### src/hdl/bmsca_pkg.sv
// Shared constants and types for the battery cell voltage aggregator.
`default_nettype none
package bmsca_pkg;

	localparam int CELLS    = 24;
	localparam int ROWS     = CELLS / 4;
	localparam int ROW_W    = (ROWS > 1) ? $clog2(ROWS) : 1;
	localparam int ID_W     = 29;
	localparam int WORD_W   = 16;
	localparam int SUM_W    = 21;
	localparam int QUAD_W   = WORD_W + 2;
	localparam int FIRST_W  = 5;
	localparam int GRP_W    = 6;
	localparam int GRP_BIAS = 9;
	localparam int ODD_ROWS = 3;

	typedef logic [WORD_W-1:0] word_t;
	typedef logic [3:0][WORD_W-1:0] quad_t;

	typedef struct packed {
		logic capture;
		logic evaluate;
		logic commit;
	} cmd_t;

endpackage
`default_nettype wire

### src/hdl/bmsca_if.sv
// Valid/ready channel interfaces for the frame input and the result output.
`default_nettype none
interface bmsca_in_if;
	logic                                 valid;
	logic                                 ready;
	logic [bmsca_pkg::ID_W-1:0]           frame_id;
	logic [bmsca_pkg::WORD_W-1:0]         cell_word_0;
	logic [bmsca_pkg::WORD_W-1:0]         cell_word_1;
	logic [bmsca_pkg::WORD_W-1:0]         cell_word_2;
	logic [bmsca_pkg::WORD_W-1:0]         cell_word_3;

	modport source (output valid, frame_id, cell_word_0, cell_word_1, cell_word_2,
		cell_word_3, input ready);
	modport sink (input valid, frame_id, cell_word_0, cell_word_1, cell_word_2,
		cell_word_3, output ready);
endinterface

interface bmsca_out_if;
	logic                                 valid;
	logic                                 ready;
	logic [bmsca_pkg::SUM_W-1:0]          series_sum;
	logic                                 all_cells_seen;
	logic                                 index_error;
	logic [bmsca_pkg::FIRST_W-1:0]        first_cell;

	modport source (output valid, series_sum, all_cells_seen, index_error, first_cell,
		input ready);
	modport sink (input valid, series_sum, all_cells_seen, index_error, first_cell,
		output ready);
endinterface
`default_nettype wire

### src/hdl/bms_cell_voltage_aggregator.sv
// A frame is handled in steps: capture, read of the old cell group, commit.
// A new frame is not taken before the last one is committed, and the commit waits
// while the previous result has not yet been taken.
// The input is taken again as soon as the result register is loaded.
// Reset clears the cell store, seen map, ready flag and running total at once.
`default_nettype none
module bms_cell_voltage_aggregator (
	input  wire logic  clk,
	input  wire logic  arst_n,
	bmsca_in_if.sink   cell_in,
	bmsca_out_if.source sum_out
);

	bmsca_pkg::cmd_t  cmd;
	bmsca_pkg::quad_t words;

	assign words = {cell_in.cell_word_3, cell_in.cell_word_2,
		cell_in.cell_word_1, cell_in.cell_word_0};

	bmsca_ctrl u_ctrl (
		.clk       (clk),
		.arst_n    (arst_n),
		.in_valid  (cell_in.valid),
		.in_ready  (cell_in.ready),
		.out_valid (sum_out.valid),
		.out_ready (sum_out.ready),
		.cmd       (cmd)
	);

	bmsca_datapath u_datapath (
		.clk            (clk),
		.arst_n         (arst_n),
		.cmd            (cmd),
		.frame_id       (cell_in.frame_id),
		.words          (words),
		.series_sum     (sum_out.series_sum),
		.all_cells_seen (sum_out.all_cells_seen),
		.index_error    (sum_out.index_error),
		.first_cell     (sum_out.first_cell)
	);

endmodule
`default_nettype wire

### src/hdl/bmsca_ctrl.sv
// Sequencer: accept an item, evaluate the old cell group, then commit the result.
`default_nettype none
module bmsca_ctrl (
	input  wire logic            clk,
	input  wire logic            arst_n,
	input  wire logic            in_valid,
	output logic                 in_ready,
	output logic                 out_valid,
	input  wire logic            out_ready,
	output bmsca_pkg::cmd_t      cmd
);

	typedef enum logic [1:0] {
		S_IDLE,
		S_READ,
		S_WRITE
	} state_t;

	state_t state_q;
	logic   in_ready_q;
	logic   out_valid_q;

	assign in_ready     = in_ready_q;
	assign out_valid    = out_valid_q;
	assign cmd.capture  = in_valid && in_ready_q;
	assign cmd.evaluate = (state_q == S_READ);
	assign cmd.commit   = (state_q == S_WRITE) && (!out_valid_q || out_ready);

	always_ff @(posedge clk or negedge arst_n) begin
		if (!arst_n) begin
			state_q     <= S_IDLE;
			in_ready_q  <= 1'b1;
			out_valid_q <= 1'b0;
		end else begin
			// drop the result once taken; a commit below reloads it
			if (out_valid_q && out_ready)
				out_valid_q <= 1'b0;
			case (state_q)
				S_IDLE: begin
					if (in_valid) begin
						state_q    <= S_READ;
						in_ready_q <= 1'b0;
					end
				end
				S_READ: begin
					state_q <= S_WRITE;
				end
				S_WRITE: begin
					if (!out_valid_q || out_ready) begin
						state_q     <= S_IDLE;
						in_ready_q  <= 1'b1;
						out_valid_q <= 1'b1;
					end
				end
				default: begin
					state_q    <= S_IDLE;
					in_ready_q <= 1'b1;
				end
			endcase
		end
	end

endmodule
`default_nettype wire

### src/hdl/bmsca_datapath.sv
// Cell store, seen map, running total and result registers.
`default_nettype none
module bmsca_datapath (
	input  wire logic                            clk,
	input  wire logic                            arst_n,
	input  wire bmsca_pkg::cmd_t                 cmd,
	input  wire logic [bmsca_pkg::ID_W-1:0]      frame_id,
	input  wire bmsca_pkg::quad_t                words,
	output logic [bmsca_pkg::SUM_W-1:0]          series_sum,
	output logic                                 all_cells_seen,
	output logic                                 index_error,
	output logic [bmsca_pkg::FIRST_W-1:0]        first_cell
);

	// cell store kept as rows of four: every valid base index is a multiple of four
	bmsca_pkg::quad_t                  store_q [bmsca_pkg::ROWS];
	logic [bmsca_pkg::CELLS-1:0]       seen_q;
	logic                              ready_flag_q;
	logic [bmsca_pkg::SUM_W-1:0]       total_q;

	bmsca_pkg::quad_t                  words_q;
	logic [bmsca_pkg::ROW_W-1:0]       row_q;
	logic                              err_q;
	logic [bmsca_pkg::QUAD_W-1:0]      old_sum_q;
	logic [bmsca_pkg::QUAD_W-1:0]      new_sum_q;
	logic                              index_error_q;
	logic [bmsca_pkg::FIRST_W-1:0]     first_cell_q;

	logic signed [bmsca_pkg::GRP_W-1:0] grp;
	logic                               grp_err;
	bmsca_pkg::quad_t                   old_row;
	logic [bmsca_pkg::QUAD_W-1:0]       old_sum;
	logic [bmsca_pkg::QUAD_W-1:0]       new_sum;
	logic [bmsca_pkg::CELLS-1:0]        row_mask;
	logic [bmsca_pkg::CELLS-1:0]        seen_next;
	logic [bmsca_pkg::SUM_W-1:0]        total_next;

	// row = (id[11:8] - 9) + 3 * id[0]
	always_comb begin
		grp = $signed({2'b00, frame_id[11:8]}) - bmsca_pkg::GRP_W'(bmsca_pkg::GRP_BIAS);
		if (frame_id[0])
			grp = grp + bmsca_pkg::GRP_W'(bmsca_pkg::ODD_ROWS);
		grp_err = (grp < 0) || (grp >= $signed(bmsca_pkg::GRP_W'(bmsca_pkg::ROWS)));
	end

	always_comb begin
		old_row = '0;
		if (!err_q)
			old_row = store_q[row_q];
		old_sum = bmsca_pkg::QUAD_W'(old_row[0]) + bmsca_pkg::QUAD_W'(old_row[1])
			+ bmsca_pkg::QUAD_W'(old_row[2]) + bmsca_pkg::QUAD_W'(old_row[3]);
		new_sum = bmsca_pkg::QUAD_W'(words_q[0]) + bmsca_pkg::QUAD_W'(words_q[1])
			+ bmsca_pkg::QUAD_W'(words_q[2]) + bmsca_pkg::QUAD_W'(words_q[3]);
	end

	always_comb begin
		for (int c = 0; c < bmsca_pkg::CELLS; c++)
			row_mask[c] = (bmsca_pkg::ROW_W'(c / 4) == row_q);
		seen_next  = seen_q | row_mask;
		total_next = total_q + bmsca_pkg::SUM_W'(new_sum_q) - bmsca_pkg::SUM_W'(old_sum_q);
	end

	always_ff @(posedge clk) begin
		if (cmd.capture) begin
			words_q <= words;
			row_q   <= grp[bmsca_pkg::ROW_W-1:0];
		end
		if (cmd.evaluate) begin
			old_sum_q <= old_sum;
			new_sum_q <= new_sum;
		end
	end

	always_ff @(posedge clk or negedge arst_n) begin
		if (!arst_n) begin
			for (int r = 0; r < bmsca_pkg::ROWS; r++)
				store_q[r] <= '0;
			seen_q        <= '0;
			ready_flag_q  <= 1'b0;
			total_q       <= '0;
			err_q         <= 1'b0;
			index_error_q <= 1'b0;
			first_cell_q  <= '0;
		end else begin
			if (cmd.capture)
				err_q <= grp_err;
			if (cmd.commit) begin
				index_error_q <= err_q;
				if (err_q) begin
					first_cell_q <= '0;
				end else begin
					store_q[row_q] <= words_q;
					seen_q         <= seen_next;
					total_q        <= total_next;
					first_cell_q   <= bmsca_pkg::FIRST_W'({row_q, 2'b00});
					if (&seen_next)
						ready_flag_q <= 1'b1;
				end
			end
		end
	end

	assign series_sum     = total_q;
	assign all_cells_seen = ready_flag_q;
	assign index_error    = index_error_q;
	assign first_cell     = first_cell_q;

endmodule
`default_nettype wire
### src/flat_wrapper.sv
// flat-port wrapper written by rule: the top's interface ports become plain ports
module bms_cell_voltage_aggregator_flat 
  (clk, arst_n, cell_in_valid, cell_in_frame_id, cell_in_cell_word_0, cell_in_cell_word_1, cell_in_cell_word_2, cell_in_cell_word_3, cell_in_ready, sum_out_valid, sum_out_series_sum, sum_out_all_cells_seen, sum_out_index_error, sum_out_first_cell, sum_out_ready);
  bmsca_in_if cell_in_i ();
  bmsca_out_if sum_out_i ();
  input  wire logic clk;
  input  wire logic arst_n;
  input wire logic [$bits(cell_in_i.valid)-1:0] cell_in_valid;
  input wire logic [$bits(cell_in_i.frame_id)-1:0] cell_in_frame_id;
  input wire logic [$bits(cell_in_i.cell_word_0)-1:0] cell_in_cell_word_0;
  input wire logic [$bits(cell_in_i.cell_word_1)-1:0] cell_in_cell_word_1;
  input wire logic [$bits(cell_in_i.cell_word_2)-1:0] cell_in_cell_word_2;
  input wire logic [$bits(cell_in_i.cell_word_3)-1:0] cell_in_cell_word_3;
  output wire logic [$bits(cell_in_i.ready)-1:0] cell_in_ready;
  output wire logic [$bits(sum_out_i.valid)-1:0] sum_out_valid;
  output wire logic [$bits(sum_out_i.series_sum)-1:0] sum_out_series_sum;
  output wire logic [$bits(sum_out_i.all_cells_seen)-1:0] sum_out_all_cells_seen;
  output wire logic [$bits(sum_out_i.index_error)-1:0] sum_out_index_error;
  output wire logic [$bits(sum_out_i.first_cell)-1:0] sum_out_first_cell;
  input wire logic [$bits(sum_out_i.ready)-1:0] sum_out_ready;
  assign cell_in_i.valid = cell_in_valid;
  assign cell_in_i.frame_id = cell_in_frame_id;
  assign cell_in_i.cell_word_0 = cell_in_cell_word_0;
  assign cell_in_i.cell_word_1 = cell_in_cell_word_1;
  assign cell_in_i.cell_word_2 = cell_in_cell_word_2;
  assign cell_in_i.cell_word_3 = cell_in_cell_word_3;
  assign cell_in_ready = cell_in_i.ready;
  assign sum_out_valid = sum_out_i.valid;
  assign sum_out_series_sum = sum_out_i.series_sum;
  assign sum_out_all_cells_seen = sum_out_i.all_cells_seen;
  assign sum_out_index_error = sum_out_i.index_error;
  assign sum_out_first_cell = sum_out_i.first_cell;
  assign sum_out_i.ready = sum_out_ready;
  bms_cell_voltage_aggregator u_core (.clk(clk), .arst_n(arst_n), .cell_in(cell_in_i), .sum_out(sum_out_i));
endmodule
### config.mk
export PLATFORM = sky130hd
export DESIGN_NAME = bms_cell_voltage_aggregator_flat
export DESIGN_NICKNAME = d
export VERILOG_FILES = /design/src/hdl/bmsca_pkg.sv /design/src/hdl/bmsca_if.sv /design/src/hdl/bms_cell_voltage_aggregator.sv /design/src/hdl/bmsca_ctrl.sv /design/src/hdl/bmsca_datapath.sv /design/src/flat_wrapper.sv
export SDC_FILE = /design/constraint.sdc
export NUM_CORES = 1
export LEC_CHECK = 0
export BUFFER_PORTS_ARGS = -buffer_cell sky130_fd_sc_hd__buf_2
export CORE_ASPECT_RATIO = 1.1
export CORE_MARGIN = 2
export CORE_UTILIZATION = 62
export CTS_CLUSTER_SIZE = 30
export DETAILED_ROUTE_END_ITERATION = 7
export GPL_TIMING_DRIVEN = 0
export HOLD_SLACK_MARGIN = 0.12
export PLACE_DENSITY = 0.86
export RECOVER_POWER = 100
export SYNTH_ARGS = -nofsm -noshare
export SYNTH_HDL_FRONTEND = slang
export SYNTH_SLANG_ARGS = --single-unit
### constraint.sdc
create_clock -name clk -period 6.25 [get_ports clk]
set_input_delay 1.25 -clock clk [delete_from_list [all_inputs] [get_ports clk]]
set_output_delay 1.25 -clock clk [all_outputs]
set_load 0.01 [all_outputs]
* Yosys cells after proc, flatten, opt, wreduce, memory -nomap -nowiden
Cells that the tools add are included.
** Storage, ports and cells
- Output and inout bits :: 30
- Bits of input ports :: 97
- Memory bits (writable) :: 0
- Memory bits (read-only) :: 0
- Latch bits :: 0
- Flip-flop bits (word level) :: 544
- Logic and storage cells :: 98
- Memories kept :: 0
** Cells by class
- Shift-type cells :: 0
- Multiplexer cells :: 18
- Multipliers :: 0
- Divide/modulo/power cells :: 0
- Reduce and logical (&&, ||, !) cells :: 13
- Equal/unequal tests :: 9
- $lt $le $gt $ge :: 4
- $add $sub $neg :: 10
- Bitwise logic cells :: 4
** Operators with widths (count)
- 384-bit bitwise mux :: 1
- 64-bit 2-to-1 mux :: 4
- 64-bit binary-select mux with 3-bit select :: 1
- 64-bit demux with 3-bit select :: 1
- 17-bit by 16-bit adder with 18-bit output :: 2
- 18-bit by 16-bit adder with 18-bit output :: 2
- 16-bit by 16-bit adder with 17-bit output :: 2
- 26-bit AND reduction :: 1
- 24-bit bitwise OR :: 1
- 21-bit by 18-bit adder with 21-bit output :: 1
- 21-bit by 18-bit subtractor with 21-bit output :: 1
- 6-bit by 3-bit adder with 6-bit output, second input constant :: 1
- 2-bit by 3-bit equality test with 1-bit output, first input constant :: 2
- 3-bit equality test, first input constant :: 2
- 6-bit by 4-bit greater-or-equal comparator with 1-bit output, second input constant :: 1
- 6-bit by 1-bit < comparator with 1-bit output, second input constant :: 1
- 6-bit 2-to-1 mux :: 1
- 2-bit case mux with 3 select lines :: 1
- 1-bit 2-to-1 mux :: 5
- 5-bit 2-to-1 mux :: 1
- 4-bit by 4-bit subtractor with 5-bit output, second input constant :: 1
- 4-bit greater-or-equal comparator, second input constant :: 1
- 1-bit logical AND :: 4
- 4-bit by 1-bit < comparator with 1-bit output, second input constant :: 1
- other kinds (15) :: 19

* Depth between registers and ports, before layout
- Depth in word-level cells :: 8
- Mapped depth :: 20
- Gate-level depth less buffers :: 16

* Hierarchy
A second synthesis with hierarchy kept.
** Unflattened totals
- Cell total of the unflattened synthesis :: 2037
- Area, all modules :: 27327.5 um^2
** By module, submodules not included
- bmsca_datapath :: area an instance 27143.5 um^2, seq. area each 13978.4 um^2, times used 1, cells each 2021
- bmsca_ctrl :: area an instance 183.9 um^2, seq. area each 101.3 um^2, times used 1, cells each 16

* Worst setup path after synthesis
OpenSTA, ideal clock, no wires.
- Kind :: reg2reg
- From :: register u_core.u_datapath.row_q[0] (netlist name)
- To :: register u_core.u_datapath.old_sum_q[11] (netlist name), data pin
- Period minus slack after synthesis :: 5.053 ns
- Data arrival time :: 4.795 ns
- Buffers on the path :: 4
- Cell stages (with the launch flop) :: 21
- Required time :: 5.992 ns
- Path slack :: 1.197 ns
- Library setup time :: 0.258 ns
- Path through :: edfxtp_1 buf_2 buf_4 buf_2 buf_2 mux2i_1 nor2_1 a21oi_1 or2_2 fa_1 inv_1 fa_1 ha_1 fa_1 a21o_1 a21oi_1 o21bai_1 a2111o_1 a31o_2 a21oi_1 xnor2_1
** Between the ends
- Word-level cells in the longest chain between the ends :: 8
** RTL lines
- start, declared :: line bmsca_datapath.sv:22 : logic [bmsca_pkg::ROW_W-1:0] row_q;
- start signal, assigned :: line bmsca_datapath.sv:66 : row_q <= grp[bmsca_pkg::ROW_W-1:0];
- 3-bit inverter with 4-bit output (not written as such) * :: line bmsca_datapath.sv:49 : old_row = store_q[row_q];
- 64-bit binary-select mux with 3-bit select * :: line bmsca_datapath.sv:49
- 64-bit 2-to-1 mux (not written as such) * (2 in a row) :: line bmsca_datapath.sv:49
- 64-bit 2-to-1 mux * :: line bmsca_datapath.sv:48 : if (!err_q)
- 16-bit by 16-bit adder with 17-bit output :: line bmsca_datapath.sv:50 : old_sum = bmsca_pkg::QUAD_W'(old_row[0]) + bmsca_pkg::QUAD_W'(old_row[1])
- 17-bit by 16-bit adder with 18-bit output :: line bmsca_datapath.sv:51 : + bmsca_pkg::QUAD_W'(old_row[2]) + bmsca_pkg::QUAD_W'(old_row[3]);
- 18-bit by 16-bit adder with 18-bit output * :: line bmsca_datapath.sv:51
- net u_core.u_datapath.old_sum, one bit :: line bmsca_datapath.sv:32 : logic [bmsca_pkg::QUAD_W-1:0] old_sum;
- end signal, assigned :: line bmsca_datapath.sv:69 : old_sum_q <= old_sum;
- end, declared :: line bmsca_datapath.sv:24 : logic [bmsca_pkg::QUAD_W-1:0] old_sum_q;
Mark *: on every way through the listed nets, which the timed path passes. The rest lies on a longest branch. The select of a mux whose other input is x is not followed.
A chain may end at the register's enable or synchronous reset.

* Worst setup path after layout
Ends and elaborated chain as after synthesis.

==> summary.md <==
| Metric | Value |
|---|---|
| Main synth FF type | dfrtp_1 |
| CTS tree | done |
| Cells after Synth | 2026 |
| Worst reg-to-reg setup slack | 0.28 ns |
| 1st-pass router iterations | 6 |
| GRT overflow | 0 |
| Final wirelength | a little under 70000 um |
| Initial Util | a little over three fifths |
| Post-DP HPWL | slightly below 50000 um |
| Iter 0 DRT Violations | roughly 1400 |
| Worst-path fanout max | 10 |
| Synth Area in Adders | ~8.6% |
| Fmax | between 150 and 200 MHz |
| Largest area contributor in the netlist | dfrtp_1 |
| Synth Area in Simple Gates | under 10% |
| Post-Synth XOR/XNOR Area | under 10% |
| Violated checks | max-capacitance violations, max-slew violations |
| CP Launch Type | flop |
| Mean post-synth cell area | 13.4 um2 |
| Number of synthesized register bits | 542 |
| Post-route setup slack | about 0.28 ns |
| IO Count | roughly 130 |
| Pin count of the biggest net entering global routing | 126 |
| IO buf count | 100 |
| Max_cap viols | 4 |
| Gr usage total | about 31% |
| H-tree depth | 2 |
| Final Max Tran Viols | ~180 |
| Worst vdd ir | 0.333 mV |
| Post-route minimum period | around 6.0 ns |
| Core ar. | around 43000 um2 |
| Largest family of logic cells by synthesized area | multiplexers |
| Share of Yosys cell area claimed by the top area cell type | between 40% and 50% |
| Hold slack | about 0.47 ns |
| RSZ-0062 raised after global routing | no |
| Row cnt | 80 |
| Nets | roughly 2400 |
| Pre-CTS setup slack | between 0.15 and 0.2 ns |
| Layout cells sized above 1 | between 20% and 30% |
| Met2 Routed Length | around 33000 um |
| Crit share post-route | 95.5% |
| Met1 wire length | 27200 um |
| GP Congestion | ~0.94 |
| Routed len/inst | between 20 and 25 um |
| Hold Buf Count CTS | 0 |
| Worst Max-Slew Pin Slew | around 4.3 ns |
| Number of synthesized flops with an enable pin | approximately 100 |
| Synth-to-layout area growth | 10.2% |
| DRC viols | 0 |
| Die Span Y | 224 um |
| Buffer levels on the longest clock path | 3 |
| Data required, critical path | 6.61 ns |
| Reg clk slew, reported paths | roughly 0.06 ns |
| Power, Total | 0.0148 W |
| Number of antenna violations at the first check in global routing | 0 |
| # fillers | around 2900 |
| Count leader, synth | dfrtp_1 |
| Via count | 17400 |
| Antenna diodes | 0 |
| Element type at the critical path end | flop |
| Root Buffer | clkbuf_16 |
| Total CTS buffers | 52 |
| Ys async rst share | between 80% and 90% |
| Die Wd | 204 um |
| Synth warn | 0 |
| Global-route wire length before repair | about 110000 um |
| Static Leak | approximately 14 nW |
| Antenna Nets Post-Route | 0 |
| Kind of critical path | reg2reg |
| PD cells | roughly 490 nW/um2 |
| Max-slew headroom | -188% |
| Area contributors post-synth | dfrtp_1, mux2_2, edfxtp_1 |
| Vias in the first global route | 18300 |
| # clock sinks | around 540 |
| Final Hold Violating Endpoints | 0 |
| Die area | 45600 um2 |
| Worst-skew pair later-pin latency | 0.61 ns |
| WP data arrival | between 6 and 7 ns |
| Mux share of post-synthesis cell area | between 20% and 30% |
| Clock Skew | 0.0285 ns |
| Synth Area in Compound Gates | 5.09% |
| DP Cell Count | ~2700 |
| Routed vias/inst | between 6 and 7 |
| Cell area after synthesis | between 20000 and 30000 um2 |
| Non-filler cells, final | roughly 2800 |
| Synth cell types | 77 |
| Setup violators final | 0 |
| Top Metal Used | met4 |
| Seq/Total Area, Yosys | approximately half |
| Status | finished with violations |
| Synth top cells by count | dfrtp_1, mux2_2, nor2_1 |
| Hold WC Path Type | reg2reg |
| WL met3 | 4450 um |
path summary, 6_finish.rpt:
path,startpoint,cells after the start,end
setup reg to reg,u_core.u_datapath.row_q[0]$_DFFE_PP_,17,u_core.u_datapath.old_sum_q[11]$_DFFE_PP_
setup / recovery,u_core.u_datapath.row_q[0]$_DFFE_PP_,17,u_core.u_datapath.old_sum_q[11]$_DFFE_PP_
hold reg to reg,u_core.u_datapath.seen_q[21]$_DFFE_PN0P_,1,u_core.u_datapath.seen_q[21]$_DFFE_PN0P_
min in group asynchronous,arst_n,1,u_core.u_ctrl.out_valid$_DFF_PN0_
max in group asynchronous,arst_n,1,u_core.u_datapath.store_q[178]$_DFFE_PN0P_
hold / removal,u_core.u_datapath.seen_q[21]$_DFFE_PN0P_,1,u_core.u_datapath.seen_q[21]$_DFFE_PN0P_
state kept, by name, summed over array words and instances, names as in the netlist:
| name | cells |
|---|---|
| u_core.u_datapath.store_q | 384 |
| u_core.u_datapath.old_sum_q | 18 |
| u_core.u_ctrl.out_valid | 1 |
| u_core.u_datapath.new_sum_q | 18 |
| u_core.u_datapath.first_cell | 3 |
| u_core.u_ctrl.state_q | 2 |
| u_core.u_datapath.words_q | 64 |
| u_core.u_datapath.err_q | 1 |
| u_core.u_ctrl.in_ready | 1 |
| u_core.u_datapath.seen_q | 24 |
| u_core.u_datapath.index_error | 1 |
| u_core.u_datapath.row_q | 3 |
| u_core.u_datapath.all_cells_seen | 1 |
| u_core.u_datapath.series_sum | 21 |
metrics by stage:
| stage | TNS (ns) | util (%) | area (um2) |
|---|---|---|---|
| 2_1_floorplan | 0 | - | 27200 |
| 3_3_place_gp | -1811.98 | 65.7 | 28500 |
| 3_5_place_dp | 0 | 66.0 | 28600 |
| 4_1_cts | 0 | 69.9 | 30300 |
| 5_1_grt | 0 | 69.3 | 30000 |
| 6_report | 0 | 69.3 | 30000 |
area by class of cell:
| class | instances | area [um2] | share of cell area [%] |
|---|---|---|---|
| Buffer | 97 | 394 | 1.31 |
| Clock buffer | 77 | 1500 | 4.99 |
| Clock inverter | 19 | 181 | 0.604 |
| Inverter | 141 | 529 | 1.76 |
| Multi-Input combinational cell | 1246 | 12100 | 40.2 |
| Sequential cell | 542 | 14100 | 46.9 |
| Tap cell | 574 | 718 | 2.39 |
| Timing Repair Buffer | 105 | 551 | 1.83 |
worst max-delay path, cell delays in order, from the launching register on:
cell and delay [ns]:
edfxtp_1 0.31, buf_2 0.23, clkbuf_1 0.90, mux4_2 0.64
a21oi_1 0.28, or2_2 0.17, fa_1 0.41, inv_1 0.08
fa_1 0.42, ha_1 0.25, fa_1 0.47, a21o_1 0.18
a21oi_1 0.28, o21bai_1 0.13, a2111o_1 0.44, a31o_2 0.25
a21oi_1 0.17, xnor2_1 0.08
logic make-up after synthesis:
| kind of cell | after synthesis |
|---|---|
| xor gates and xnor gates | 39 |
| and+or+nand+nor | 323 |
| adders and majority gates | 139 |
| AOI/OAI and AO/OA | 227 |
| other | 1 |
| buffers and inverters | 239 |
| DFF | 542 |
| muxes | 516 |
power breakdown:
group	switching [W]	internal (W)
registers	0.000847	0.00501
logic	0.00314	0.00267
clock network	0.00135	0.00178
total	0.00533	0.00945
repair_timing:
action | CTS | global route
setup endpoints to repair | 0 | 2
hold endpoints to repair | 0 | 0
resized for setup | 0 | 9
setup buffers | 0 | 0
layer usage:
metal / GRT usage, % / vias to the layer above
met1: 41.0 / 8966
met3: 4.77 / 209
li1: - / 7468
met4: 16.0 / 0
met2: 50.7 / 762
met5: 0 / -
cells in the final DEF, fill, tap and decap left out, drive strengths merged, types with 7 or more instances in the layout:
cell | Yosys | routed
dfrtp | 438 | 438
mux2 | 385 | 385
clkbuf | 33 | 193
nor2 | 150 | 150
inv | 141 | 142
edfxtp | 103 | 103
a21oi | 102 | 102
buf | 65 | 86
fa | 82 | 82
mux2i | 67 | 67
mux4 | 64 | 64
ha | 57 | 57
nand2 | 51 | 51
o21ai | 43 | 43
nand2b | 29 | 29
or2 | 27 | 27
xnor2 | 25 | 25
nor3 | 16 | 16
nand3 | 14 | 14
xor2 | 14 | 14
clkinv | 0 | 13
a21o | 10 | 10
o21bai | 10 | 10
o21a | 9 | 9
nand4 | 9 | 9
a211oi | 8 | 8
a31oi | 7 | 7
Note: power is estimated with default switching activity, not from simulation.
